<file path="src/rtl/box_corner_hausdorff_distance_top_defines.svh">
// ----------------------------------------------------------------------------
// box_corner_hausdorff_distance_top_defines
// assertion macros used by bchd_obuf
// ----------------------------------------------------------------------------
`ifndef BOX_CORNER_HAUSDORFF_DISTANCE_TOP_DEFINES_SVH
`define BOX_CORNER_HAUSDORFF_DISTANCE_TOP_DEFINES_SVH

// same-cycle implication, disabled while reset is low
`define BCHD_ASSERT_NOW(label, clk, rstn, ante, cons, msg) \
    label: assert property (@(posedge clk) disable iff (!(rstn)) (ante) |-> (cons)) \
        else $error(msg);

// next-cycle implication, disabled while reset is low
`define BCHD_ASSERT_NEXT(label, clk, rstn, ante, cons, msg) \
    label: assert property (@(posedge clk) disable iff (!(rstn)) (ante) |=> (cons)) \
        else $error(msg);

`endif

</file>
<file path="src/rtl/bchd_obuf.sv">
// ----------------------------------------------------------------------------
// bchd_obuf
// output register with a skid slot; freezes the pipeline only when both fill
// ----------------------------------------------------------------------------
`timescale 1ns / 1ps

`include "box_corner_hausdorff_distance_top_defines.svh"

module bchd_obuf #(
    parameter int OUT_BITS = 22
) (
    input  logic                aclk,
    input  logic                aresetn,
    input  logic                pipe_valid,
    input  logic [OUT_BITS-1:0] pipe_data,
    output logic                advance,
    output logic                m_valid,
    input  logic                m_ready,
    output logic [OUT_BITS-1:0] m_distance
);
    logic                m_valid_reg;
    logic                m_valid_next;
    logic [OUT_BITS-1:0] data_reg;
    logic [OUT_BITS-1:0] data_next;
    logic                skid_valid_reg;
    logic                skid_valid_next;
    logic [OUT_BITS-1:0] skid_data_reg;
    logic [OUT_BITS-1:0] skid_data_next;
    logic                out_free;

    assign advance  = !skid_valid_reg;
    assign out_free = !m_valid_reg || m_ready;

    always_comb begin
        m_valid_next    = m_valid_reg;
        data_next       = data_reg;
        skid_valid_next = skid_valid_reg;
        skid_data_next  = skid_data_reg;
        if (out_free) begin
            if (skid_valid_reg) begin
                m_valid_next    = 1'b1;
                data_next       = skid_data_reg;
                skid_valid_next = 1'b0;
            end else begin
                m_valid_next = pipe_valid;
                data_next    = pipe_data;
            end
        end else if (advance && pipe_valid) begin
            // beat leaving the pipeline while the output is stalled
            skid_valid_next = 1'b1;
            skid_data_next  = pipe_data;
        end
    end

    always_ff @(posedge aclk) begin
        if (!aresetn) begin
            m_valid_reg    <= 1'b0;
            skid_valid_reg <= 1'b0;
        end else begin
            m_valid_reg    <= m_valid_next;
            skid_valid_reg <= skid_valid_next;
        end
    end

    always_ff @(posedge aclk) begin
        data_reg      <= data_next;
        skid_data_reg <= skid_data_next;
    end

    assign m_valid    = m_valid_reg;
    assign m_distance = data_reg;

    `BCHD_ASSERT_NOW(a_skid_behind_out, aclk, aresetn, skid_valid_reg, m_valid_reg, "skid beat with empty output")
    `BCHD_ASSERT_NEXT(a_stall_to_skid, aclk, aresetn, pipe_valid && advance && m_valid_reg && !m_ready, skid_valid_reg, "stalled beat not kept in skid")
    `BCHD_ASSERT_NEXT(a_skid_drains, aclk, aresetn, skid_valid_reg && m_ready, m_valid_reg && !skid_valid_reg, "skid beat not moved to output")

endmodule

</file>
<file path="config.mk">
export PLATFORM = sky130hd
export DESIGN_NAME = bchd_obuf
export DESIGN_NICKNAME = d
export VERILOG_FILES = /design/src/rtl/bchd_obuf.sv
export VERILOG_INCLUDE_DIRS = /design/src /design/src/rtl
export SDC_FILE = /design/constraint.sdc
export NUM_CORES = 1
export LEC_CHECK = 0
export ABC_AREA = 1
export BUFFER_PORTS_ARGS = -buffer_cell sky130_fd_sc_hd__buf_2
export CAP_MARGIN = 40
export CORE_ASPECT_RATIO = 1.25
export CORE_MARGIN = 2
export CORE_UTILIZATION = 45
export CTS_CLUSTER_DIAMETER = 200
export DETAILED_ROUTE_END_ITERATION = 7
export PLACE_DENSITY = 0.85
export SYNTH_ARGS = -nofsm -noshare
export SYNTH_HDL_FRONTEND = slang
export SYNTH_SLANG_ARGS = --single-unit
</file>
<file path="constraint.sdc">
create_clock -name aclk -period 2.15 [get_ports aclk]
set_input_delay 0.1075 -clock aclk [delete_from_list [all_inputs] [get_ports aclk]]
set_output_delay 0.1075 -clock aclk [all_outputs]
set_load 0.02 [all_outputs]
</file>
==> flow_summary.yaml <==
yosys:
  synth_area_leaders: "edfxtp_1, nand2_1, nand2_2, dfxtp_1, buf_6"
  synthCells: 127
  syn-cell-area_um2: 1734
  ys_seq_area_share_pct: 78.50
  synth_edf_count: 44
  syn_nets: 153
  synth_top_area_cell: "edfxtp_1"
  synthDistinctLibCells: 12
  yosysTopAreaCellShare_pct: 76.19
  synthFlopType: "edfxtp_1"
  yosysWarnings: 0
  synthArstFlopShare_pct: 0
  ys_ff_latch: 46
  ys_top_cells_by_count: "nand2_1, edfxtp_1, nand2_2"
  synth.most_common_cell: "nand2_1"
  avgSynthCellArea_um2: 13.65
global_routing:
  grt_pass1_wl_mm: 5.092
  overflow: 0
  grt_start_max_net_pins: 25
  first_global_vias: 1111
  grt_use_total_pct: 16.38
  antenna_found_initial: 0
drt:
  top_layer_used: "met4"
  drt_iter0_drc: 34
  wl_met2_mm: 1.640
  post_drt_wl_per_cell_um: 13.26
  drtAntennaViolNets: 0
  drc: 0
  dr_total_vias: 1125
  m1WireLength_mm: 1.318
  vias_per_cell: 4.707
  wl_mm: 3.169
  drtPass1Iterations: 4
  met3_length_um: 127
min_path:
  hp-class: "input pin to register"
  hold-path-endpoint: "skid_data_reg[2]"
  hold_start: "pipe_data[2]"
  min_path_cells: 1
timing:
  grt_setup_unrepaired: "false"
  hold_viol_final: 0
  maxSlewHeadroom_pct: 70.75
  fin_crit_ns: 1.604
  worst_slew_pin_slew_ns: 0.4382
  max_freq_mhz: 623.4
  finalSetupViolations: 0
  clock_skew_ns: 0.006107
  finalMaxSlewViolations: 0
  tns_ns: 0
  min_period_over_period_pct: 74.61
finish:
  nets: 224
  area_growth_pct: 32.61
  fin_area_um2: 2300
  layout-drive-gt1-share_pct: 35.18
  insertedDiodeCount: 0
setup_path:
  cp.required_ns: 2.15
  cp_slowest_stage_delay_ns: 0.36
  startpoint_type: "register"
  rr_worst_depth: 4
  cp-end-kind: "register"
  r2r_start: "skid_valid_reg"
  worst-path-buf-inv: 2
  slowest_stage: "dfxtp_1"
  cpLargestDelayFamily: "buffers and inverters"
  crit_path_cell_trace: "inv_6 > nand2_1 > nor2_2 > buf_4"
  reg2reg_slack_ns: 0.55
  criticalPathCategory: "register to register"
  r2r-end: "skid_data_reg[1]"
  worst-path-max-fanout: 24
  cp_data_arrival_time_ns: 1.61
die:
  initial_core_util_pct: 46.20
  core_area_um2: 3754
  fp-row-count: 25
  die_height_um: 73.41
  dieWidth_um: 59.53
  dieArea_um2: 4369
  pin_count: 50
cts:
  clock-sinks: 46
  cts_resized: 0
  clkTransAtPathRegs_ns: 0.08
  cts_max_path_buffers: 2
  cts_made_buffers: 5
  cts_max_level: 2
  post_cts_buffers: 0
  clk_root_buffer_cell: "clkbuf_8"
  cts_tree: "yes"
  clock_latency_ns: 0.30
  postCtsHoldBufs: 14
pwr:
  p_leak_nw: 1.001
  p_per_area_nw_per_um2: 864.9
  ir_worst_vdd_mv: 0.4202
placed_design:
  post_dp_cell_area_um2: 1997
  io_buffer_count: 49
  dp_hpwl_mm: 1.994
  gp_congestion: 0.6991
flow_run:
  maxCapViolations: 0
status:
  status: "finished clean"
## placed cells by master (no fill, tap or decap), drive strengths merged, types with 2 or more instances in the layout
| cell | n |
|---|---|
| dfxtp | 2 |
| clkbuf | 5 |
| nor2 | 3 |
| nand2 | 69 |
| inv | 2 |
| edfxtp | 44 |
| bufinv | 2 |
| dlygate4sd3 | 17 |
| buf | 52 |
## power by group
| part | switching, mW | leakage, nW | internal [mW] |
|---|---|---|---|
| logic | 0.118 | 0.490 | 0.0783 |
| registers | 0.0107 | 0.445 | 1.04 |
| clock network | 0.286 | 0.0658 | 0.460 |
| total | 0.414 | 1.00 | 1.57 |
## metal layers
layer / vias to the layer above / track usage (%)
met1: 524 / 20.45
met4: 0 / 9.877
li1: 564 / -
met5: - / 0
met3: 7 / 3.697
met2: 30 / 25.76
## how the worst max path moves through the flow
stage | end | cells after the start | slack [ns] | startpoint
after floorplan | skid_data_reg[0] | 2 | 0.07 | m_valid
after global placement | skid_data_reg[16] | 4 | 0.62 | skid_valid_reg
after detailed placement | skid_data_reg[14] | 4 | 0.55 | skid_valid_reg
after CTS | skid_data_reg[14] | 4 | 0.55 | skid_valid_reg
after global routing | skid_data_reg[1] | 4 | 0.42 | skid_valid_reg
final | skid_data_reg[1] | 4 | 0.55 | skid_valid_reg
## area by class of cell
cell class | count | area [um2]
well taps | 40 | 50.05
clock buffers | 5 | 68.82
multi-input cells | 74 | 305.3
repair buffers | 69 | 437.9
inverters | 2 | 12.51
fillers | 292 | 1454
flip-flops and latches | 46 | 1361
clock inverters | 3 | 63.81
## per-stage QoR
stage | worst slack (ns) | hold slack, ns | power [mW] | util, % | instances
5_1_grt | 0.4249 | -0.01453 | 2.056 | 61.27 | 239
4_1_cts | 0.5470 | 0.001354 | 1.994 | 60.47 | 236
2_1_floorplan | 0.06558 | 0.2064 | 1.169 | - | 127
3_3_place_gp | 0.6164 | 0.3016 | 1.237 | 53.20 | 214
6_report | 0.5460 | 0.002950 | 1.989 | 61.27 | 239
3_5_place_dp | 0.5533 | 0.3056 | 1.241 | 53.20 | 214
## logic make-up after synthesis
group	count (synthesis)	share of synthesized area (%)
buffers and inverters	7	4.040
AND/OR/NAND/NOR	73	17.17
AO/OA/AOI/OAI	1	0.2883
flip-flops	46	78.50
No activity file was read; power rests on OpenSTA's default activity.
