<file path="config.mk">
export PLATFORM = sky130hd
export DESIGN_NAME = bchd_sqrt
export DESIGN_NICKNAME = d
export VERILOG_FILES = /design/src/rtl/box_corner_hausdorff_distance_top_defines.svh /design/src/rtl/bchd_sqrt.sv
export SDC_FILE = /design/constraint.sdc
export NUM_CORES = 2
export LEC_CHECK = 0
export BUFFER_PORTS_ARGS = -buffer_cell sky130_fd_sc_hd__buf_2
export CAP_MARGIN = 20
export CORE_UTILIZATION = 35
export CTS_BUF_LIST = sky130_fd_sc_hd__clkbuf_4
export DETAILED_ROUTE_END_ITERATION = 10
export PLACE_DENSITY = 0.56
export SYNTH_ARGS = -nofsm -noshare
export SYNTH_HDL_FRONTEND = slang
export SYNTH_SLANG_ARGS = --single-unit
</file>
<file path="constraint.sdc">
create_clock -name aclk -period 3.6 [get_ports aclk]
set_clock_uncertainty 0.15 [all_clocks]
set_input_delay 0.72 -clock aclk [delete_from_list [all_inputs] [get_ports aclk]]
set_output_delay 0.72 -clock aclk [all_outputs]
set_load 0.02 [all_outputs]
</file>
<file path="src/rtl/box_corner_hausdorff_distance_top_defines.svh">
// ----------------------------------------------------------------------------
// box_corner_hausdorff_distance_top_defines
// assertion macros used by bchd_obuf
// ----------------------------------------------------------------------------
`ifndef BOX_CORNER_HAUSDORFF_DISTANCE_TOP_DEFINES_SVH
`define BOX_CORNER_HAUSDORFF_DISTANCE_TOP_DEFINES_SVH

// same-cycle implication, disabled while reset is low
`define BCHD_ASSERT_NOW(label, clk, rstn, ante, cons, msg) \
    label: assert property (@(posedge clk) disable iff (!(rstn)) (ante) |-> (cons)) \
        else $error(msg);

// next-cycle implication, disabled while reset is low
`define BCHD_ASSERT_NEXT(label, clk, rstn, ante, cons, msg) \
    label: assert property (@(posedge clk) disable iff (!(rstn)) (ante) |=> (cons)) \
        else $error(msg);

`endif

</file>
<file path="src/rtl/bchd_sqrt.sv">
// ----------------------------------------------------------------------------
// bchd_sqrt
// pipelined digit-by-digit square root, one result bit per stage
// ----------------------------------------------------------------------------
`timescale 1ns / 1ps

module bchd_sqrt #(
    parameter int IN_BITS   = 29,
    parameter int FRAC_BITS = 8
) (
    input  logic                                 aclk,
    input  logic                                 aresetn,
    input  logic                                 advance,
    input  logic                                 in_valid,
    input  logic [IN_BITS-1:0]                   sq_in,
    output logic                                 out_valid,
    output logic [(IN_BITS+2*FRAC_BITS+1)/2-1:0] root
);
    localparam int RB    = (IN_BITS + 2 * FRAC_BITS + 1) / 2;
    localparam int RAD_W = 2 * RB;
    localparam int RW    = RB + 3;

    logic [RW-1:0]    rem_reg  [RB-1];
    logic [RAD_W-1:0] rad_reg  [RB-1];
    logic [RB-1:0]    root_reg [RB];
    logic [RB-1:0]    valid_reg;

    always_ff @(posedge aclk) begin
        if (!aresetn) begin
            valid_reg <= '0;
        end else if (advance) begin
            valid_reg <= {valid_reg[RB-2:0], in_valid};
        end
    end

    for (genvar k = 0; k < RB; k++) begin : g_step
        logic [RW-1:0]    rem_in;
        logic [RW-1:0]    rem_sh;
        logic [RW-1:0]    trial;
        logic [RB-1:0]    root_in;
        logic [RAD_W-1:0] rad_in;
        logic [RW:0]      diff;
        logic             take;

        if (k == 0) begin : g_head
            // fraction bits come in as zero digit pairs below the integer part
            assign rem_in  = '0;
            assign root_in = '0;
            assign rad_in  = RAD_W'(sq_in) << (2 * FRAC_BITS);
        end else begin : g_tail
            assign rem_in  = rem_reg[k-1];
            assign root_in = root_reg[k-1];
            assign rad_in  = rad_reg[k-1];
        end

        assign rem_sh = {rem_in[RW-3:0], rad_in[RAD_W-1 -: 2]};
        assign trial  = RW'({root_in, 2'b01});
        assign diff   = {1'b0, rem_sh} - {1'b0, trial};
        assign take   = !diff[RW];

        always_ff @(posedge aclk) begin
            if (advance) begin
                root_reg[k] <= {root_in[RB-2:0], take};
            end
        end

        if (k < RB - 1) begin : g_carry
            always_ff @(posedge aclk) begin
                if (advance) begin
                    rem_reg[k] <= take ? diff[RW-1:0] : rem_sh;
                    rad_reg[k] <= rad_in << 2;
                end
            end
        end
    end

    assign root      = root_reg[RB-1];
    assign out_valid = valid_reg[RB-1];

endmodule

</file>
==> results.json <==
{
  "rows": 136,
  "maxSlewHeadroom_pct": 45.9,
  "rsz0062_at_grt": "no",
  "synth-async-reset-ratio_pct": 0,
  "drive_gt1_share_pct": 15.1,
  "syn-num-nets": 4285,
  "routed.top_layer": "met4",
  "drt_wl_total_um": 93000,
  "min_path_type": "input pin to flip-flop",
  "reg2reg_depth": 11,
  "synth_cell_types": 98,
  "hold_viol_final": 0,
  "largest_register_ffs": 475,
  "tns_ns": 0,
  "setup_viol": 0,
  "worst_pin_slew_ns": 0.804,
  "ys_warn_count": 0,
  "htree_num_levels": 5,
  "crit_arrival_ns": 4.14,
  "cp_max_fo": 4,
  "yosysSeqAreaShare_pct": 60.1,
  "syn_to_final_growth_pct": 14.8,
  "rrSetupSlack_ns": 0.15,
  "cts.sinks": 984,
  "die_y_um": 375,
  "portBuffers": 56,
  "post-route-period-util_pct": 95.9,
  "power-per-cell-area_nw_per_um2": 559,
  "fin_hold_ws_ns": 0.178,
  "start_kind": "flip-flop",
  "die_area_um2": 141000,
  "grt_pass1_vias": 31316,
  "wire_per_inst_um": 14.5,
  "synth-edff-count": 961,
  "antenna_found_initial": 2,
  "max-cap-violations": 0,
  "ant_nets": 0,
  "cts_root_buf": "clkbuf_4",
  "crit_start": "rem_reg[5][0]",
  "status": "finished, final reports clean",
  "grt_remaining_overflow": 0,
  "clockBufferDepth": 4,
  "rr_startpoint": "rem_reg[5][0]",
  "initial_core_util_pct": 35.4,
  "grt_pass1_wl_um": 152000,
  "grt_start_max_net_pins": 88,
  "num_vias": 30798,
  "core-area_um2": 138000,
  "rr_endpoint": "rem_reg[5][46]",
  "dr.pass1.iters": 5,
  "insertion_delay_ns": 1.19,
  "synth_area_per_cell_um2": 12.3,
  "clkTransAtPathRegs_ns": 0.06,
  "synthFlopType": "edfxtp_1",
  "io_pins": 57,
  "numCtsBuffers": 295,
  "postSynthCellCount": 3979,
  "ff_latch_area_um2": 29300,
  "track_usage_pct": 13.3,
  "gp_congestion": 0.845,
  "tritoncts": "yes",
  "fin_crit_ns": 3.45,
  "crit_type": "flip-flop to flip-flop",
  "cellLeakagePower_uw": 0.0219,
  "netlist_area_um2": 48800,
  "viasPerCell": 4.81,
  "finalMaxSlewViolations": 0,
  "wl_met1_um": 39400,
  "wl_met2_um": 47600,
  "end_kind": "flip-flop",
  "met3WireLength_um": 3470,
  "dp_hpwl_um": 67100,
  "fillers": 13160,
  "max_freq_mhz": 290,
  "p_total_uw": 31300,
  "drt_iter0_markers": 1659,
  "cp-endpoint": "rem_reg[5][46]",
  "drc_errors": 0,
  "multi_input_area_um2": 17900,
  "cp.required_ns": 4.29,
  "finalNetCount": 4725,
  "dieWidth_um": 375,
  "peakVddDrop_mv": 0.350,
  "ys_seq_elements": 984
}
## cells by family (layout without fill, tap and decap cells)
kind of cell	count (synthesis)	after routing	share of synthesized area, %
buffers and inverters	430	1047	3.41
AO/OA/AOI/OAI	831	831	10.8
other	1	8	0.00769
multiplexers	92	92	2.03
adder cells (fa/ha/maj)	273	273	7.11
AND/OR/NAND/NOR	1028	1028	10.4
XOR/XNOR	340	340	6.11
flip-flops	984	984	60.1
## through the flow
stage	instance area (um^2)	std cells	util, %	worst slack, ns
after floorplan	48800	3979	-	0.448
after global placement	52000	5856	37.7	0.0755
after detailed placement	52000	5856	37.7	0.109
after CTS	55900	6390	40.6	0.0508
after global routing	56000	6397	40.6	0.000981
final	56000	6397	40.6	0.147
## cells in the mapped netlist, types with 17 or more instances
| master | count | share of area [%] |
|---|---|---|
| a211oi_1 | 27 | 0.42 |
| nor2b_1 | 65 | 0.83 |
| nor2_1 | 262 | 2.0 |
| mux2i_1 | 35 | 0.72 |
| nand2b_1 | 61 | 0.78 |
| o21bai_1 | 18 | 0.28 |
| nor3_1 | 83 | 0.85 |
| o31ai_1 | 37 | 0.57 |
| or3_1 | 48 | 0.62 |
| a21oi_1 | 244 | 2.5 |
| xnor2_1 | 186 | 3.3 |
| buf_2 | 17 | 0.17 |
| mux2_2 | 56 | 1.3 |
| ha_1 | 266 | 6.8 |
| nand3b_1 | 18 | 0.28 |
| nor4_1 | 41 | 0.53 |
| o21ai_0 | 210 | 2.2 |
| or4_1 | 23 | 0.35 |
| nand2_1 | 276 | 2.1 |
| clkbuf_1 | 37 | 0.28 |
| inv_1 | 361 | 2.8 |
| xor2_1 | 154 | 2.8 |
| o21a_1 | 57 | 0.88 |
| dfxtp_1 | 23 | 0.94 |
| nand4_1 | 17 | 0.22 |
| edfxtp_1 | 961 | 59 |
| a21o_1 | 83 | 1.3 |
| nand3_1 | 54 | 0.55 |
## final cells by class
| cell class | instances | share of cell area [%] |
|---|---|---|
| repair buffers | 208 | 3.25 |
| well taps | 1794 | 4.01 |
| multi-input cells | 2565 | 31.9 |
| clock inverters | 66 | 0.512 |
| flip-flops and latches | 984 | 52.4 |
| clock buffers | 408 | 5.47 |
| inverters | 365 | 2.45 |
| diodes | 7 | 0.0313 |
## how the worst min path moves through the flow
stage,from,endpoint,cells past startpoint
2_1_floorplan,rad_reg[0][62],rad_reg[0][108],0
3_3_place_gp,rad_reg[1][83],rad_reg[1][129],0
3_5_place_dp,rad_reg[1][128],rad_reg[1][174],0
4_1_cts,sq_in[13],rad_reg[0][29],2
5_1_grt,sq_in[13],rad_reg[0][29],2
6_report,sq_in[13],rad_reg[0][29],2
## critical path, cell delays in order (launching register included)
cell	delay (ns)
edfxtp_1	0.42
ha_1	0.25
inv_1	0.07
fa_1	0.20
nor2b_1	0.07
o31a_1	0.27
o31a_1	0.32
o21ai_1	0.29
nand2_1	0.14
o41ai_1	0.55
xnor2_1	0.12
mux2_2	0.28
## cells in the final DEF (no fill, tap or decap), drive strengths merged, types with 148 or more instances in the layout
cell type and instances:
edfxtp 961, clkbuf 408, buf 148, xor2 154, a21oi 245, ha 266, nor2 265, xnor2 186
inv 372, o21ai 222, nand2 276
## power breakdown
group / internal [uW] / switching (uW) / leakage [uW]
clock network: 5240 / 4570 / 0.00204
registers: 14400 / 880 / 0.00927
logic: 2830 / 3340 / 0.0106
total: 22500 / 8790 / 0.0219
## what timing repair did
item                       CTS  global route
resized for setup            0            12
hold endpoints to repair   208             0
setup endpoints to repair    0            47
setup buffers                0             0
hold buffers                60             0
## layer usage
layer / up-vias / track usage (%)
met5: - / 0
met1: 14427 / 15.0
met2: 540 / 23.9
met3: 212 / 2.84
li1: 15619 / -
met4: 0 / 6.08
Note: power is estimated with default switching activity, not from simulation.
