$ cat src/rtl/box_corner_hausdorff_distance_top_defines.svh
// ----------------------------------------------------------------------------
// box_corner_hausdorff_distance_top_defines
// assertion macros used by bchd_obuf
// ----------------------------------------------------------------------------
`ifndef BOX_CORNER_HAUSDORFF_DISTANCE_TOP_DEFINES_SVH
`define BOX_CORNER_HAUSDORFF_DISTANCE_TOP_DEFINES_SVH

// same-cycle implication, disabled while reset is low
`define BCHD_ASSERT_NOW(label, clk, rstn, ante, cons, msg) \
    label: assert property (@(posedge clk) disable iff (!(rstn)) (ante) |-> (cons)) \
        else $error(msg);

// next-cycle implication, disabled while reset is low
`define BCHD_ASSERT_NEXT(label, clk, rstn, ante, cons, msg) \
    label: assert property (@(posedge clk) disable iff (!(rstn)) (ante) |=> (cons)) \
        else $error(msg);

`endif

$ cat src/rtl/bchd_pkg.sv
// ----------------------------------------------------------------------------
// bchd_pkg
// shared constants for the rectangle distance pipeline
// ----------------------------------------------------------------------------
`timescale 1ns / 1ps

package bchd_pkg;

    // corners measured per rectangle
    localparam int CORNERS = 4;
    // two directions: corners of a against box b, corners of b against box a
    localparam int SIDES   = 2;

endpackage

$ cat src/rtl/bchd_geom.sv
// ----------------------------------------------------------------------------
// bchd_geom
// corner geometry: corner points, per-axis gaps, squares and squared distance
// ----------------------------------------------------------------------------
`timescale 1ns / 1ps

module bchd_geom #(
    parameter int COORD_BITS = 12
) (
    input  logic                        aclk,
    input  logic                        aresetn,
    input  logic                        advance,
    input  logic                        in_valid,
    input  logic [COORD_BITS-1:0]       a_left,
    input  logic [COORD_BITS-1:0]       a_top,
    input  logic [COORD_BITS:0]         a_width,
    input  logic [COORD_BITS:0]         a_height,
    input  logic [COORD_BITS-1:0]       b_left,
    input  logic [COORD_BITS-1:0]       b_top,
    input  logic [COORD_BITS:0]         b_width,
    input  logic [COORD_BITS:0]         b_height,
    output logic                        out_valid,
    output logic [2*COORD_BITS+4:0]     sq [bchd_pkg::SIDES][bchd_pkg::CORNERS]
);
    import bchd_pkg::*;

    localparam int EW  = COORD_BITS + 2;
    localparam int PW  = 2 * EW;
    localparam int SQW = 2 * EW + 1;

    logic [COORD_BITS-1:0] org_x [SIDES];
    logic [COORD_BITS-1:0] org_y [SIDES];
    logic [COORD_BITS:0]   ext_w [SIDES];
    logic [COORD_BITS:0]   ext_h [SIDES];

    logic [EW-1:0]  px_reg [SIDES][CORNERS];
    logic [EW-1:0]  py_reg [SIDES][CORNERS];
    logic [EW-1:0]  bx_reg [SIDES];
    logic [EW-1:0]  by_reg [SIDES];
    logic [EW-1:0]  rx_reg [SIDES];
    logic [EW-1:0]  ry_reg [SIDES];
    logic [EW-1:0]  dx_reg [SIDES][CORNERS];
    logic [EW-1:0]  dy_reg [SIDES][CORNERS];
    logic [PW-1:0]  dx2_reg [SIDES][CORNERS];
    logic [PW-1:0]  dy2_reg [SIDES][CORNERS];
    logic [SQW-1:0] sq_reg [SIDES][CORNERS];
    logic [3:0]     valid_reg;

    always_comb begin
        org_x[0] = a_left;
        org_y[0] = a_top;
        ext_w[0] = a_width;
        ext_h[0] = a_height;
        org_x[1] = b_left;
        org_y[1] = b_top;
        ext_w[1] = b_width;
        ext_h[1] = b_height;
    end

    always_ff @(posedge aclk) begin
        if (!aresetn) begin
            valid_reg <= '0;
        end else if (advance) begin
            valid_reg <= {valid_reg[2:0], in_valid};
        end
    end

    // corner points and the far edges of the opposite box
    always_ff @(posedge aclk) begin
        if (advance) begin
            for (int s = 0; s < SIDES; s++) begin
                bx_reg[s] <= EW'(org_x[SIDES-1-s]);
                by_reg[s] <= EW'(org_y[SIDES-1-s]);
                rx_reg[s] <= EW'(org_x[SIDES-1-s]) + EW'(ext_w[SIDES-1-s]);
                ry_reg[s] <= EW'(org_y[SIDES-1-s]) + EW'(ext_h[SIDES-1-s]);
                for (int c = 0; c < CORNERS; c++) begin
                    px_reg[s][c] <= EW'(org_x[s]) + ((c >= 2) ? EW'(ext_w[s]) : EW'(0));
                    py_reg[s][c] <= EW'(org_y[s]) +
                                    ((c == 1 || c == 3) ? EW'(ext_h[s]) : EW'(0));
                end
            end
        end
    end

    // per-axis gap, zero when the coordinate lies within the box span
    always_ff @(posedge aclk) begin
        if (advance) begin
            for (int s = 0; s < SIDES; s++) begin
                for (int c = 0; c < CORNERS; c++) begin
                    if (px_reg[s][c] < bx_reg[s]) begin
                        dx_reg[s][c] <= bx_reg[s] - px_reg[s][c];
                    end else if (px_reg[s][c] >= rx_reg[s]) begin
                        dx_reg[s][c] <= px_reg[s][c] - rx_reg[s];
                    end else begin
                        dx_reg[s][c] <= '0;
                    end
                    if (py_reg[s][c] < by_reg[s]) begin
                        dy_reg[s][c] <= by_reg[s] - py_reg[s][c];
                    end else if (py_reg[s][c] >= ry_reg[s]) begin
                        dy_reg[s][c] <= py_reg[s][c] - ry_reg[s];
                    end else begin
                        dy_reg[s][c] <= '0;
                    end
                end
            end
        end
    end

    always_ff @(posedge aclk) begin
        if (advance) begin
            for (int s = 0; s < SIDES; s++) begin
                for (int c = 0; c < CORNERS; c++) begin
                    dx2_reg[s][c] <= PW'(dx_reg[s][c]) * PW'(dx_reg[s][c]);
                    dy2_reg[s][c] <= PW'(dy_reg[s][c]) * PW'(dy_reg[s][c]);
                end
            end
        end
    end

    always_ff @(posedge aclk) begin
        if (advance) begin
            for (int s = 0; s < SIDES; s++) begin
                for (int c = 0; c < CORNERS; c++) begin
                    sq_reg[s][c] <= SQW'(dx2_reg[s][c]) + SQW'(dy2_reg[s][c]);
                end
            end
        end
    end

    assign sq        = sq_reg;
    assign out_valid = valid_reg[3];

endmodule

$ cat config.mk
export PLATFORM = sky130hd
export DESIGN_NAME = bchd_geom
export DESIGN_NICKNAME = d
export VERILOG_FILES = /design/src/rtl/box_corner_hausdorff_distance_top_defines.svh /design/src/rtl/bchd_pkg.sv /design/src/rtl/bchd_geom.sv
export SDC_FILE = /design/constraint.sdc
export NUM_CORES = 2
export LEC_CHECK = 0
export BUFFER_PORTS_ARGS = -buffer_cell sky130_fd_sc_hd__buf_2
export CORE_AREA = 2 2 439 441
export DETAILED_ROUTE_END_ITERATION = 10
export DIE_AREA = 0 0 441 443
export GPL_ROUTABILITY_DRIVEN = 1
export PLACE_DENSITY_LB_ADDON = 0.12
export SLEW_MARGIN = 40
export SYNTH_ARGS = -nofsm -noshare
export SYNTH_HDL_FRONTEND = slang
export SYNTH_SLANG_ARGS = --single-unit
$ cat constraint.sdc
create_clock -name aclk -period 15 [get_ports aclk]
set_clock_uncertainty 0.2 [all_clocks]
set_input_delay 0 -clock aclk [delete_from_list [all_inputs] [get_ports aclk]]
set_output_delay 0 -clock aclk [all_outputs]
set_load 0.1 [all_outputs]
==> metrics.txt <==
row count=~160; Clock Sinks=750; Post-Synthesis Cells=between 9000 and 10000; Initial Utilization=between 50 and 60%; core area=around 0.19 mm^2; hpwl dp=around 210000 um; port bufs=~340; Netlist cell types=96; Final Max Slew Viols=0; worst setup path class=reg -> reg; PostCTS Resize Cnt=0; Vias=69230; Syn Area/Cell=9.92 um^2; layout cell share with drive strength beyond 1=under 10%; Synth top area share=roughly a quarter; status=finished clean; TritonCTS clock tree=yes; max-cap violation count=0; first-pass GRT wire length=around 400000 um; Final period util=47.6%; largest net degree at the start of global routing=86; Most common cell on crit path=inv_1; mapped cell area=0.0965 mm^2; setup bufs post-CTS=0; Worst-path clk slew=~0.06 ns; dpl ws=roughly 7.9 ns; Nets=12719; Layout Cells excl Fill=12750; Layout area overhead=9.57%; Hold-fix buffers, CTS=around 210; DR iter-0 viols=approximately 4500; total CTS buffers=about 90; Worst-Skew Late Latency=0.75 ns; post-synth net total=12300; ys flop type=edfxtp_1; DR WL/cell=~20 um; die span in x=between 400 and 500 um; worst reg2reg path endpoint=dy2_reg[1][111]; Max Root-Sink Buffers=3; gr usage total=a little over a quarter; grt ovf=0; min-delay worst type=in -> reg; Slowest-stage cell, CP=edfxtp_1; post-synthesis sequential area ratio=23.3%; hold_ws=approximately 0.075 ns; Setup crit start kind=flop; CP endpoint=dy2_reg[1][111]; Max Fclk=approximately 0.14 GHz; most frequent cell after synthesis=inv_1; worst-margin pin slew=around 0.9 ns; RSZ-0062 raised after global routing=false; Top Ports=about 340; Post-synth EDFFs=between 700 and 800; H-tree levels=3; dominant cells by area after synthesis=fa_1 (24%), edfxtp_1 (23%), ha_1 (17%); Setup crit start=dy_reg[1][44]; Clock Tree Root=clkbuf_16; Worst path max stage delay=0.76 ns; top post-synthesis cells by count=inv_1 (1989), ha_1 (1322), fa_1 (1149); CP required=roughly 15 ns; Ys Warns=0; ANT nets after route=0; final wirelength=approximately 260000 um; WP data arrival=7.41 ns; drt via density=between 5 and 6; vias in the first global route=between 70000 and 80000; cell taking the most area after synthesis=fa_1; fin crit period=between 7 and 8 ns; reg-to-reg slack, setup=between 7 and 8 ns; GP Congestion=0.975; Rel. slew slack=38.9%; Fin. Hold Viols=0; die height=443 um; worst r2r path cells=24; placed insts=12369; Die ar.=0.195 mm^2; final setup vio count=0; Sum Neg Setup Slack=0 ns; initial antenna violation count=11; CP Capture Type=flop; cells along the critical path=inv_1 > nor2_1 > ha_1 > a31oi_1 > fa_1 > inv_1 > fa_1 > inv_1 > fa_1 > inv_1 > fa_1 > inv_1 > fa_1 > inv_1 > ha_1 > a21oi_1 > nor2_1 > nor3_1 > o21ai_0 > a41oi_2 > a21oi_2 > a2111o_1 > and4_1 > or4_1; Critical Path Fanout Max=16; max reg flops=roughly 230; worst setup margin=between 7 and 8 ns; reg2reg start=dy_reg[1][44]; TritonRoute pass-1 iters=6; ys async rst share=0%; filler cell count=roughly 17000; #FFs+latches synth=750; Post-route DRC=0
-- how the worst min path moves through the flow --
stage                      startpoint             to  slack (ns)  cells past startpoint
after floorplan             b_left[0]   bx_reg[0][0]       -0.10                      0
after global placement       b_top[7]   by_reg[0][7]      -0.004                      1
after CTS                 b_width[11]  rx_reg[0][11]       0.004                      4
after global routing      b_width[11]  rx_reg[0][11]        0.07                      4
final                     b_width[11]  rx_reg[0][11]        0.07                      4
after detailed placement    a_left[0]  bx_reg[0][12]     -0.0008                      1
-- logic make-up after synthesis --
kind of cell | count (synthesis) | share of synthesized area (%)
simple gates | 2091 | 10.3
buf+inv | 2233 | 8.71
fa+ha+maj | 2471 | 41.0
xor+xnor | 639 | 5.80
compound gates | 1511 | 10.6
mux | 30 | 0.329
flops | 750 | 23.3
-- worst max-delay path: cells and delay by family (launching register included) --
kind / cells / cell delay (ns)
fa+ha+maj: 7 / 2.98
simple gates: 5 / 1.37
compound gates: 6 / 1.09
flops: 1 / 0.76
buf+inv: 6 / 0.46
-- area by class of cell --
| type | instances | area (um^2) | share of cell area [%] |
|---|---|---|---|
| inverters | 1992 | 7480 | 7.07 |
| well taps | 2526 | 3160 | 2.99 |
| clock inverters | 63 | 624 | 0.590 |
| clock buffers | 107 | 2380 | 2.25 |
| flip-flops and latches | 750 | 22500 | 21.3 |
| diodes | 3 | 7.51 | 0.00710 |
| repair buffers | 567 | 3960 | 3.75 |
| multi-input cells | 6742 | 65700 | 62.1 |
-- layout by cell type (no fill, tap or decap), drive strengths merged, types with 40 or more instances in the layout --
cell type    Yosys  routed
a21boi          40      40
a21o           236     236
a21oi          401     401
a22o            40      40
a31o            48      48
a31oi           52      52
and2           307     307
and3            58      58
buf             18     359
clkbuf         223     108
dlygate4sd3      0     207
edfxtp         746     746
fa            1149    1149
ha            1322    1322
inv           1990    2005
nand2          807     807
nand2b          60      60
nand3          101     101
nor2           382     382
nor2b          130     130
nor3           104     104
o21a            71      71
o21ai          262     262
o21bai          72      72
xnor2          443     443
xor2           196     196
-- per-layer routing --
metal / global-route usage, % / vias to the layer above / routed length (um)
met1: 37.0 / 34478 / 115000
met2: 43.1 / 1741 / 120000
li1: - / 32657 / -
met4: 8.28 / 0 / 8360
met5: 0 / - / 0
met3: 2.97 / 354 / 12500
-- stage by stage --
stage | area (um^2) | utilization [%]
6_report | 106000 | 55.3
5_1_grt | 106000 | 55.3
4_1_cts | 106000 | 55.3
3_5_place_dp | 101000 | 52.6
3_3_place_gp | 101000 | 52.6
2_1_floorplan | 96500 | -
Power is left out: the tool's default activity adds up to more than one toggle a clock period on the data nets, which glitch-free logic cannot reach.
