`src/rtl/box_corner_hausdorff_distance_top_defines.svh`:
```
// ----------------------------------------------------------------------------
// box_corner_hausdorff_distance_top_defines
// assertion macros used by bchd_obuf
// ----------------------------------------------------------------------------
`ifndef BOX_CORNER_HAUSDORFF_DISTANCE_TOP_DEFINES_SVH
`define BOX_CORNER_HAUSDORFF_DISTANCE_TOP_DEFINES_SVH

// same-cycle implication, disabled while reset is low
`define BCHD_ASSERT_NOW(label, clk, rstn, ante, cons, msg) \
    label: assert property (@(posedge clk) disable iff (!(rstn)) (ante) |-> (cons)) \
        else $error(msg);

// next-cycle implication, disabled while reset is low
`define BCHD_ASSERT_NEXT(label, clk, rstn, ante, cons, msg) \
    label: assert property (@(posedge clk) disable iff (!(rstn)) (ante) |=> (cons)) \
        else $error(msg);

`endif

```
`src/rtl/bchd_pkg.sv`:
```
// ----------------------------------------------------------------------------
// bchd_pkg
// shared constants for the rectangle distance pipeline
// ----------------------------------------------------------------------------
`timescale 1ns / 1ps

package bchd_pkg;

    // corners measured per rectangle
    localparam int CORNERS = 4;
    // two directions: corners of a against box b, corners of b against box a
    localparam int SIDES   = 2;

endpackage

```
`src/rtl/bchd_select.sv`:
```
// ----------------------------------------------------------------------------
// bchd_select
// minimum over corners per direction, then the larger of the two minima
// ----------------------------------------------------------------------------
`timescale 1ns / 1ps

module bchd_select #(
    parameter int SQ_BITS = 29
) (
    input  logic                aclk,
    input  logic                aresetn,
    input  logic                advance,
    input  logic                in_valid,
    input  logic [SQ_BITS-1:0]  sq [bchd_pkg::SIDES][bchd_pkg::CORNERS],
    output logic                out_valid,
    output logic [SQ_BITS-1:0]  worst
);
    import bchd_pkg::*;

    localparam int HALF = CORNERS / 2;

    logic [SQ_BITS-1:0] pair_reg [SIDES][HALF];
    logic [SQ_BITS-1:0] side_reg [SIDES];
    logic [SQ_BITS-1:0] worst_reg;
    logic [2:0]         valid_reg;

    always_ff @(posedge aclk) begin
        if (!aresetn) begin
            valid_reg <= '0;
        end else if (advance) begin
            valid_reg <= {valid_reg[1:0], in_valid};
        end
    end

    // squared lengths order the same way as the rounded roots
    always_ff @(posedge aclk) begin
        if (advance) begin
            for (int s = 0; s < SIDES; s++) begin
                for (int p = 0; p < HALF; p++) begin
                    pair_reg[s][p] <= (sq[s][2*p+1] < sq[s][2*p]) ? sq[s][2*p+1] : sq[s][2*p];
                end
            end
        end
    end

    always_ff @(posedge aclk) begin
        if (advance) begin
            for (int s = 0; s < SIDES; s++) begin
                side_reg[s] <= (pair_reg[s][1] < pair_reg[s][0]) ? pair_reg[s][1]
                                                                  : pair_reg[s][0];
            end
        end
    end

    always_ff @(posedge aclk) begin
        if (advance) begin
            worst_reg <= (side_reg[1] > side_reg[0]) ? side_reg[1] : side_reg[0];
        end
    end

    assign worst     = worst_reg;
    assign out_valid = valid_reg[2];

endmodule

```
`config.mk`:
```
export PLATFORM = sky130hd
export DESIGN_NAME = bchd_select
export DESIGN_NICKNAME = d
export VERILOG_FILES = /design/src/rtl/box_corner_hausdorff_distance_top_defines.svh /design/src/rtl/bchd_pkg.sv /design/src/rtl/bchd_select.sv
export SDC_FILE = /design/constraint.sdc
export NUM_CORES = 1
export LEC_CHECK = 0
export BUFFER_PORTS_ARGS = -buffer_cell sky130_fd_sc_hd__buf_2
export CAP_MARGIN = 20
export CORE_MARGIN = 4
export CORE_UTILIZATION = 41
export DETAILED_ROUTE_END_ITERATION = 10
export PLACE_DENSITY = 0.76
export SETUP_SLACK_MARGIN = 0.1
export SYNTH_ARGS = -nofsm -noshare
export SYNTH_HDL_FRONTEND = slang
export SYNTH_SLANG_ARGS = --single-unit
```
`constraint.sdc`:
```
create_clock -name aclk -period 2.7 [get_ports aclk]
set_input_delay 0.135 -clock aclk [delete_from_list [all_inputs] [get_ports aclk]]
set_output_delay 0.135 -clock aclk [all_outputs]
set_load 0.05 [all_outputs]
```
==> flow_summary_export.csv, run 1 <==
group,metric,value,unit
status,run_status,"finished, final reports clean",
worst_hold_path,min_path_cells,3,
drt,dr.pass1.iters,5,
placed_design,placed_cell_area,0.0156,mm^2
global_route,top_usage_layer,"met2",
worst_setup_path,regToRegSetupSlack,0.03,ns
global_route,grt_pass1_vias,11867,
power,ir_worst_vdd,0.574,mV
drt,routedWlPerCell,19.9,um
timing,timing.final.ws_setup,0.0271,ns
timing,clock.fmax,374,MHz
die,core,0.0326,mm^2
worst_setup_path,worstSetupEndpointType,"flip-flop",
cells_and_area,drive_gt1_share,34.7,%
clock_tree,cts_tree,"yes",
cells_and_area,largest_register_ffs,116,
clock_tree,clkSlewWorstSetupHoldPaths,0.06,ns
global_route,grt_use_met1,23.7,%
drt,drc,0,
drt,viasPerCell,5.20,
clock_tree,h-tree-depth,1,
timing,relSlewSlack,58.6,%
power,seq_power_share,37.8,%
logic_synthesis,syn_area,0.0136,mm^2
global_route,gr-usage-met3,4.20,%
worst_setup_path,path_max_fanout,5,
drt,ant_nets,0,
worst_setup_path,worstPathRequired,2.96,ns
placed_design,hpwl,25800,um
cells_and_area,final_nets,2128,
worst_setup_path,crit_type,"in2reg",
logic_synthesis,synth_edf_count,203,
timing,rsz0062_at_grt,"true",
job,cap_violations,0,
logic_synthesis,synth_top_flop_cell,"edfxtp_1",
cells_and_area,fillCellCount,2363,
logic_synthesis,ys_async_sr_fraction,0,%
clock_tree,clk_path_buf_depth,3,
worst_hold_path,hp-class,"in2reg",
power,p_leak,9.62,nW
global_route,grt_usage,20.7,%
power,finalPower,0.0116,W
global_route,antenna_found_initial,6,
global_route,grt-ovfl-total,0,
power,p_int,0.00810,W
timing,timing.final.crit_share,99.0,%
logic_synthesis,syn_inst,1125,
drt,routed_wirelength,42900,um
power,clkPwrFrac,27.3,%
timing,period_needed,2.67,ns
die,rows,66,
die,start_util,41.6,%
logic_synthesis,synth.avg_cell_area,12.1,um^2
global_route,grt_pass1_wl,59800,um
timing,hold_violations,0,
timing,finalSetupViolCount,0,
clock_tree,cts_num_sinks,206,
worst_setup_path,worst_setup_path_start_kind,"primary input",
die,die_area,0.0361,mm^2
timing,skew,0.0146,ns
logic_synthesis,synth_fp_nets,1558,
logic_synthesis,seq_area_frac_synth,45.4,%
placed_design,place_ws,-0.183,ns
global_route,grt_use_met2,38.0,%
worst_setup_path,critPathArrivalTime,2.93,ns
power,p_sw_share,30.0,%
placed_design,gp_congestion,0.845,
power,p_per_area,571,mW/mm^2
cells_and_area,final_area,0.0203,mm^2
timing,drv_slew,0,
logic_synthesis,synth-seq-cells,206,
global_route,grt_max_degree,68,
clock_tree,insertion_delay,0.52,ns
die,die-width,190,um
clock_tree,cts_root_buf,"clkbuf_16",
drt,route.vias.total,11234,
placed_design,port_buffers,265,
logic_synthesis,ys_types,37,
worst_setup_path,reg2reg_depth,9,
timing,worstMarginPinSlew,0.620,ns
cells_and_area,areaGrowthSynthToFinish,49.4,%
power,p_switching,0.00347,W
die,ios,266,
clock_tree,numCtsBuffers,24,
drt,drtIter0Drc,451,
power,combPwrFrac,34.8,%
logic_synthesis,yosys_warnings,0,
die,dieHeight,190,um
through the flow:
stage	utilization [%]	hold slack (ns)	TNS [ns]	instances
detailed placement	47.9	0.375	-4.83	1831
global placement	47.9	0.366	-3.40	1831
CTS	58.2	0.235	0	2121
floorplan	-	0.247	0	1125
global route	62.1	0.126	-2.53	2161
finish	62.1	0.129	0	2161
cell usage after synthesis (5+ instances only):
cell | count | area (um^2)
a211oi_2 | 5 | 62.6
nand3_1 | 22 | 110
and4_1 | 12 | 105
edfxtp_1 | 203 | 6100
buf_2 | 8 | 40.0
mux2_1 | 70 | 788
nor2_1 | 24 | 90.1
a211o_1 | 5 | 43.8
a221o_1 | 11 | 110
a221oi_1 | 5 | 43.8
buf_4 | 6 | 45.0
and2_1 | 5 | 31.3
a21o_1 | 15 | 113
a211oi_1 | 6 | 45.0
nand2b_1 | 6 | 37.5
mux2_2 | 133 | 1500
ha_1 | 197 | 2460
nand2_1 | 43 | 161
inv_1 | 199 | 747
nand4_1 | 24 | 150
buf_6 | 7 | 78.8
o21ai_0 | 21 | 105
o211ai_1 | 6 | 45.0
a21oi_1 | 68 | 340
metal layers:
metal / routed length (um) / vias to the layer above
li1: - / 5275
met1: 17100 / 5413
met2: 21600 / 403
met3: 2360 / 143
met4: 1930 / 0
met5: 0 / -
kinds of logic (layout without fill, tap and decap cells):
kind of cell / after synthesis / in the layout / synth area share (%)
buf+inv: 220 / 808 / 6.71
compound gates: 149 / 149 / 7.09
flops: 206 / 206 / 45.4
fa+ha+maj: 197 / 197 / 18.2
other cells: 0 / 6 / 0
mux: 206 / 206 / 17.1
simple gates: 147 / 147 / 5.57
power by group through the flow:
stage               registers, W  logic, W  clock network [W]
floorplan                0.00460   0.00162                  0
global placement         0.00442   0.00274                  0
detailed placement       0.00443   0.00284                  0
CTS                      0.00437   0.00339            0.00324
global route             0.00441   0.00436            0.00336
finish                   0.00438   0.00403            0.00316
repair_timing:
action                     in CTS  in global routing
hold buffers                  234                  0
cloned                          3                 13
gates resized for setup        28                203
buffers inserted                9                 21
hold endpoints to repair      119                  0
setup endpoints to repair      69                203
pin swaps                       3                 41
critical path: stages:
cell and delay [ns]:
dlygate4sd3_1 0.53, buf_2 0.12, inv_1 0.05, ha_1 0.30, a21oi_1 0.23, o21ai_2 0.14, a211o_4 0.38, a211oi_4 0.32
buf_6 0.19, buf_6 0.10, buf_8 0.12, mux2_4 0.31
layout by cell type (no fill, tap or decap), types with 18 or more instances in the layout:
master         synthesis  layout
clkbuf_16              0      34
nor2_1                24      23
dlygate4sd3_1          0     221
buf_2                  8     261
buf_6                  7      19
buf_4                  6      25
nand3_1               22      21
a21oi_1               68      66
nand2_1               43      43
mux2_4                 0     120
ha_1                 197     178
inv_1                199     186
mux2_2               133      48
nand4_1               24      24
mux2_1                70      35
ha_4                   0      18
edfxtp_1             203     203
area by class of cell:
cell class,count,area (um^2),area share (%)
diodes,6,15.0,0.0741
multi-input cells,699,7380,36.4
clock inverters,15,119,0.587
repair buffers,565,4650,23.0
inverters,199,747,3.69
clock buffers,29,641,3.16
flip-flops and latches,206,6160,30.4
well taps,442,553,2.73
final timing paths:
check	end	startpoint
max	pair_reg[1][28]$_DFFE_PP_	sq[33]
min	pair_reg[0][23]$_DFFE_PP_	sq[168]
max reg2reg	side_reg[0][33]$_DFFE_PP_	pair_reg[1][16]$_DFFE_PP_
min reg2reg	valid_reg[2]$_SDFFE_PN0P_	valid_reg[1]$_SDFFE_PN0P_
No activity file was read; power rests on OpenSTA's default activity.
==> run 2, diff against run 1 <==
ABC_CLOCK_PERIOD_IN_PS = 2700   (was default)
CORE_UTILIZATION = 40   (was 41)
PLACE_DENSITY = 0.74   (was 0.76)
==> run 2 against run 1 <==
  * Global-route usage fell by 0.99 points
  * Die area up 2.4%
  * Clock skew down 0.0059 ns
  * Flip-flop and latch count is the same
  * Design area is 0.40% higher
  * Via count shrank 1.7%
  * Clock-buffer cell count grew 3
  * Combinational power increased by 4%
  * Clock power rose by 3%
  * Cell count barely moved
  * Sequential power hardly changed
  * First-iteration DRC count shrank 1.6%
  * Critical endpoint is now worst[21]$_DFFE_PP_
  * Largest power group unchanged
  * Highest routed layer unchanged
==> flow_summary_export.csv, run 2 (synthesis results as in run 1) <==
group,metric,value,unit
job,cap_violations,0,
power,p_leak,9.68,nW
clock_tree,clk_path_buf_depth,3,
cells_and_area,areaGrowthSynthToFinish,50.0,%
power,p_sw_share,29.7,%
timing,timing.final.crit_share,99.9,%
global_route,grt_usage,19.7,%
worst_setup_path,worstPathRequired,2.97,ns
worst_setup_path,path_max_fanout,7,
die,rows,67,
power,p_switching,0.00352,W
timing,hold-worst-slack,0.126,ns
worst_setup_path,reg2reg_depth,9,
timing,skew,0.00871,ns
clock_tree,cts_num_sinks,206,
die,ios,266,
worst_setup_path,worst_setup_path_start_kind,"flip-flop",
die,die-width,192,um
drt,ant_nets,0,
cells_and_area,final_common_cell,"buf_2",
power,p_per_area,582,mW/mm^2
power,seq_power_share,37.0,%
global_route,grt_use_met2,36.3,%
worst_hold_path,hp-class,"in2reg",
placed_design,placed_cell_area,0.0156,mm^2
placed_design,port_buffers,265,
cells_and_area,largest_register_ffs,116,
clock_tree,clkSlewWorstSetupHoldPaths,0.06,ns
drt,drtIter0Drc,444,
global_route,antenna_found_initial,2,
die,dieHeight,192,um
worst_hold_path,min_path_cells,3,
global_route,grt_max_degree,68,
worst_setup_path,worstSetupEndpointType,"flip-flop",
cells_and_area,final_nets,2124,
clock_tree,cts_root_buf,"clkbuf_16",
worst_setup_path,crit_type,"reg2reg",
cells_and_area,final_area,0.0203,mm^2
power,p_int,0.00832,W
status,run_status,"finished, final reports clean",
timing,relSlewSlack,63.9,%
power,finalPower,0.0118,W
drt,drc,0,
drt,routed_wirelength,41700,um
global_route,grt-ovfl-total,0,
global_route,grt_pass1_vias,11417,
drt,viasPerCell,5.12,
global_route,gr-usage-met3,3.82,%
placed_design,hpwl,25600,um
die,die_area,0.0369,mm^2
die,start_util,40.5,%
power,ir_worst_vdd,0.518,mV
die,core,0.0335,mm^2
timing,setup_tns,0,ns
power,combPwrFrac,35.4,%
cells_and_area,drive_gt1_share,34.8,%
drt,route.vias.total,11046,
worst_setup_path,r2r_start,"side_reg[0][51]$_DFFE_PP_",
worst_setup_path,r2r_end,"worst[21]$_DFFE_PP_",
worst_setup_path,regToRegSetupSlack,0.004,ns
cells_and_area,fin_util,60.7,%
cells_and_area,fillCellCount,2554,
worst_hold_path,hold-path-endpoint,"pair_reg[0][23]$_DFFE_PP_",
global_route,grt_use_met1,23.1,%
clock_tree,cts_tree,"yes",
clock_tree,h-tree-depth,1,
timing,hold_violations,0,
drt,dr.pass1.iters,4,
cells_and_area,multi_input_area,0.00742,mm^2
worst_hold_path,min_from,"sq[168]",
cells_and_area,final_cell_mix,"buf_2 (261), dlygate4sd3_1 (219), edfxtp_1 (203), inv_1 (191), ha_1 (177)",
cells_and_area,register_area,0.00616,mm^2
timing,drv_slew,0,
timing,rsz0062_at_grt,"true",
timing,worstMarginPinSlew,0.542,ns
timing,finalSetupViolCount,0,
timing,period_needed,2.70,ns
placed_design,gp_congestion,0.859,
clock_tree,insertion_delay,0.52,ns
timing,clock.fmax,371,MHz
worst_setup_path,critPathArrivalTime,2.97,ns
clock_tree,numCtsBuffers,24,
drt,routedWlPerCell,19.3,um
global_route,grt_pass1_wl,57400,um
power,clkPwrFrac,27.6,%
global_route,top_usage_layer,"met2",
-- run 2: cell count changes in the layout (fill, tap and decap cells not counted), moves of 3 or more --
cell,change
diode_2,-3
clkbuf_8,+3
inv_2,-5
mux2_4,+10
buf_6,-4
clkinv_1,-4
o21ai_1,+4
mux2_1,-10
inv_1,+5
-- run 2: how the worst max path moves through the flow --
stage	endpoint	slack (ns)	from
after CTS	worst[22]$_DFFE_PP_	0.003	side_reg[0][51]$_DFFE_PP_
final	worst[21]$_DFFE_PP_	0.004	side_reg[0][51]$_DFFE_PP_
after detailed placement	worst[1]$_DFFE_PP_	-0.15	side_reg[0][57]$_DFFE_PP_
after global placement	worst[17]$_DFFE_PP_	-0.15	side_reg[0][57]$_DFFE_PP_
after floorplan	side_reg[0][47]$_DFFE_PP_	0.16	pair_reg[1][22]$_DFFE_PP_
after global routing	worst[21]$_DFFE_PP_	-0.10	side_reg[0][51]$_DFFE_PP_
-- run 2: timing repair --
item / in CTS / in global routing
hold endpoints to repair: 119 / 0
hold buffers: 234 / 0
setup buffers: 11 / 17
gates cloned: 4 / 15
resized for setup: 63 / 171
pin swaps: 4 / 41
endpoints found under the setup margin: 78 / 203
-- run 2: power by group through the flow --
stage / Sequential, W / Combinational (W) / Clock (W)
after CTS: 0.00437 / 0.00351 / 0.00332
after global routing: 0.00443 / 0.00451 / 0.00348
after floorplan: 0.00460 / 0.00162 / 0
after detailed placement: 0.00443 / 0.00282 / 0
after global placement: 0.00443 / 0.00272 / 0
final: 0.00439 / 0.00420 / 0.00326
-- run 2: final cells by class --
type                            instances  area share (%)
Clock buffer                           32            3.35
Clock inverter                         11           0.529
Antenna cell                            3          0.0369
Tap cell                              448            2.76
Timing Repair Buffer                  561            22.9
Inverter                              199            3.67
Multi-Input combinational cell        699            36.5
Sequential cell                       206            30.3
-- run 2: worst max-delay path: stages, from the launching register on --
cell and delay (ns):
edfxtp_1 0.48, ha_4 0.31, nand4_1 0.21, nor4_2 0.35, buf_4 0.19, nand3_4 0.08, a2bb2oi_4 0.21, buf_6 0.15
clkbuf_16 0.17, mux2_4 0.30
-- run 2: layer usage --
metal | part of all wire [%] | vias up
met4 | 3.4 | 0
met1 | 41 | 5357
met2 | 50 | 318
met5 | 0 | -
li1 | - | 5265
met3 | 5.1 | 106
-- run 2: through the flow --
| stage | instances | setup WS (ns) |
|---|---|---|
| final | 2159 | 0.00377 |
| after global routing | 2158 | -0.100 |
| after CTS | 2124 | 0.00253 |
| after detailed placement | 1832 | -0.151 |
| after global placement | 1832 | -0.146 |
| after floorplan | 1125 | 0.162 |
==> run 3, diff against run 2 <==
CORE_MARGIN = 2   (was 4)
SETUP_SLACK_MARGIN = default   (was 0.1)
==> run 3 against run 2 <==
  * Design area is 5.2% lower
  * Wire length is 9.6% lower
  * Combinational power is 16% lower
  * Die area is 4.1% lower
  * Clock-buffer cell count is 4 lower
  * Non-clock buffer count is 27 lower
  * Total power is 4.0% lower
  * Register-to-register slack hardly changed
  * Critical path type unchanged
  * Largest cell class unchanged
  * Largest power group unchanged
==> flow_summary_export.csv, run 3 (synthesis results as in run 1) <==
group,metric,value,unit
timing,timing.final.ws_setup,0.0155,ns
drt,viasPerCell,5.07,
cells_and_area,drive_gt1_share,29.8,%
drt,drtIter0Drc,416,
die,start_util,40.6,%
cells_and_area,areaGrowthSynthToFinish,42.2,%
die,ios,266,
timing,period_needed,2.68,ns
drt,route.vias.total,10807,
clock_tree,insertion_delay,0.52,ns
cells_and_area,fin_cells,2132,
power,p_per_area,589,mW/mm^2
clock_tree,clk_path_buf_depth,3,
worst_setup_path,worstSetupEndpointType,"flip-flop",
timing,rsz0062_at_grt,"true",
drt,drc,0,
timing,clock.fmax,373,MHz
cells_and_area,final_area,0.0193,mm^2
status,run_status,"finished, final reports clean",
placed_design,dp_cells,1835,
worst_setup_path,critPathArrivalTime,2.95,ns
worst_hold_path,hold-path-endpoint,"pair_reg[0][33]$_DFFE_PP_",
placed_design,place_ws,-0.124,ns
timing,relSlewSlack,59.5,%
timing,hold_violations,0,
die,rows,67,
cells_and_area,final_cell_mix,"buf_2 (264), dlygate4sd3_1 (234), edfxtp_1 (203), inv_1 (198), ha_1 (194)",
placed_design,placed_cell_area,0.0156,mm^2
cells_and_area,largest_register_ffs,116,
die,dieHeight,188,um
timing,hold-worst-slack,0.244,ns
worst_setup_path,crit_type,"reg2reg",
global_route,grt_pass1_vias,11600,
clock_tree,cts_root_buf,"clkbuf_16",
timing,finalSetupViolCount,0,
global_route,antenna_found_initial,2,
worst_hold_path,min_from,"advance",
global_route,grt-ovfl-total,0,
die,die_area,0.0354,mm^2
timing,skew,0.0162,ns
worst_setup_path,worst_setup_path_start_kind,"flip-flop",
drt,dr.pass1.iters,4,
clock_tree,cts_num_sinks,206,
drt,ant_nets,0,
placed_design,gp_congestion,0.820,
worst_setup_path,r2r_start,"side_reg[0][3]$_DFFE_PP_",
timing,timing.final.crit_share,99.4,%
drt,routedWlPerCell,17.7,um
die,core,0.0334,mm^2
worst_hold_path,hp-class,"in2reg",
drt,routed_wirelength,37700,um
worst_setup_path,regToRegSetupSlack,0.02,ns
clock_tree,clkSlewWorstSetupHoldPaths,0.06,ns
job,cap_violations,0,
global_route,grt_pass1_wl,58000,um
clock_tree,cts_tree,"yes",
global_route,grt_usage,20.6,%
power,p_leak,8.95,nW
worst_setup_path,path_max_fanout,8,
timing,worstMarginPinSlew,0.608,ns
worst_hold_path,min_path_cells,1,
placed_design,hpwl,24700,um
power,ir_worst_vdd,0.418,mV
timing,drv_slew,0,
cells_and_area,final_nets,2097,
worst_setup_path,r2r_end,"worst[2]$_DFFE_PP_",
die,die-width,188,um
clock_tree,numCtsBuffers,24,
clock_tree,h-tree-depth,1,
worst_setup_path,reg2reg_depth,10,
cells_and_area,final_common_cell,"buf_2",
worst_setup_path,crit_start,"side_reg[0][3]$_DFFE_PP_",
worst_setup_path,worstPathRequired,2.96,ns
power,finalPower,0.0114,W
placed_design,port_buffers,265,
global_route,grt_max_degree,68,
run 3: cell count changes in the layout (fill, tap and decap cells not counted), sizes merged:
cell          previous run  this run
dlymetal6s4s            15         0
buf                    315       297
clkinv                   8         9
dlygate4sd3            219       234
clkinvlp                 1         2
bufinv                   2         5
diode                    3         2
clkbuf                  44        31
run 3: per-stage QoR:
step	setup TNS [ns]	utilization (%)
after floorplan	0	-
after global placement	-2.57	46.7
after detailed placement	-2.97	46.7
after CTS	-0.00242	56.7
after global routing	-4.54	57.7
final	0	57.7
run 3: worst max path at each step:
stage,end,slack [ns],cells after the start
6_report,worst[2]$_DFFE_PP_,0.02,10
5_1_grt,worst[11]$_DFFE_PP_,-0.15,10
4_1_cts,worst[10]$_DFFE_PP_,-0.002,11
3_5_place_dp,worst[2]$_DFFE_PP_,-0.12,8
3_3_place_gp,worst[28]$_DFFE_PP_,-0.1,8
2_1_floorplan,side_reg[0][47]$_DFFE_PP_,0.16,8
run 3: worst max-delay path, cell delays in order, from the launching register on:
cell,delay [ns]
edfxtp_1,0.40
inv_1,0.08
ha_1,0.24
a21o_1,0.18
a21oi_1,0.13
o21ai_1,0.10
a2111oi_2,0.51
a2bb2oi_4,0.21
buf_6,0.15
buf_12,0.14
mux2_4,0.30
run 3: where the power goes:
group          leakage, nW  switching, W  internal, W  total [W]
combinational         6.53       0.00173      0.00180    0.00353
sequential            2.01      0.000265      0.00411    0.00438
clock                0.408       0.00130      0.00216    0.00346
total                 8.95       0.00330      0.00807     0.0114
run 3: area by class of cell:
type	instances	area (um^2)
Fill cell	2576	14200
Multi-Input combinational cell	699	6810
Sequential cell	206	6160
Timing Repair Buffer	534	4170
Inverter	199	747
Clock buffer	28	637
Tap cell	448	561
Clock inverter	16	205
Antenna cell	2	5.00
run 3: metal layers:
metal  part of all wire (%)  GRT usage (%)
met5                      0              0
met2                     51           38.5
met4                    3.4           6.84
met3                    4.5           3.39
met1                     41           23.9
run 3: timing repair:
action / 4_1_cts / 5_1_grt
hold buffers: 234 / 0
resized for setup: 12 / 59
buffers inserted: 6 / 7
endpoints found under the hold margin: 119 / 0
gates cloned: 2 / 3
pin swaps: 7 / 9
endpoints found under the setup margin: 31 / 135
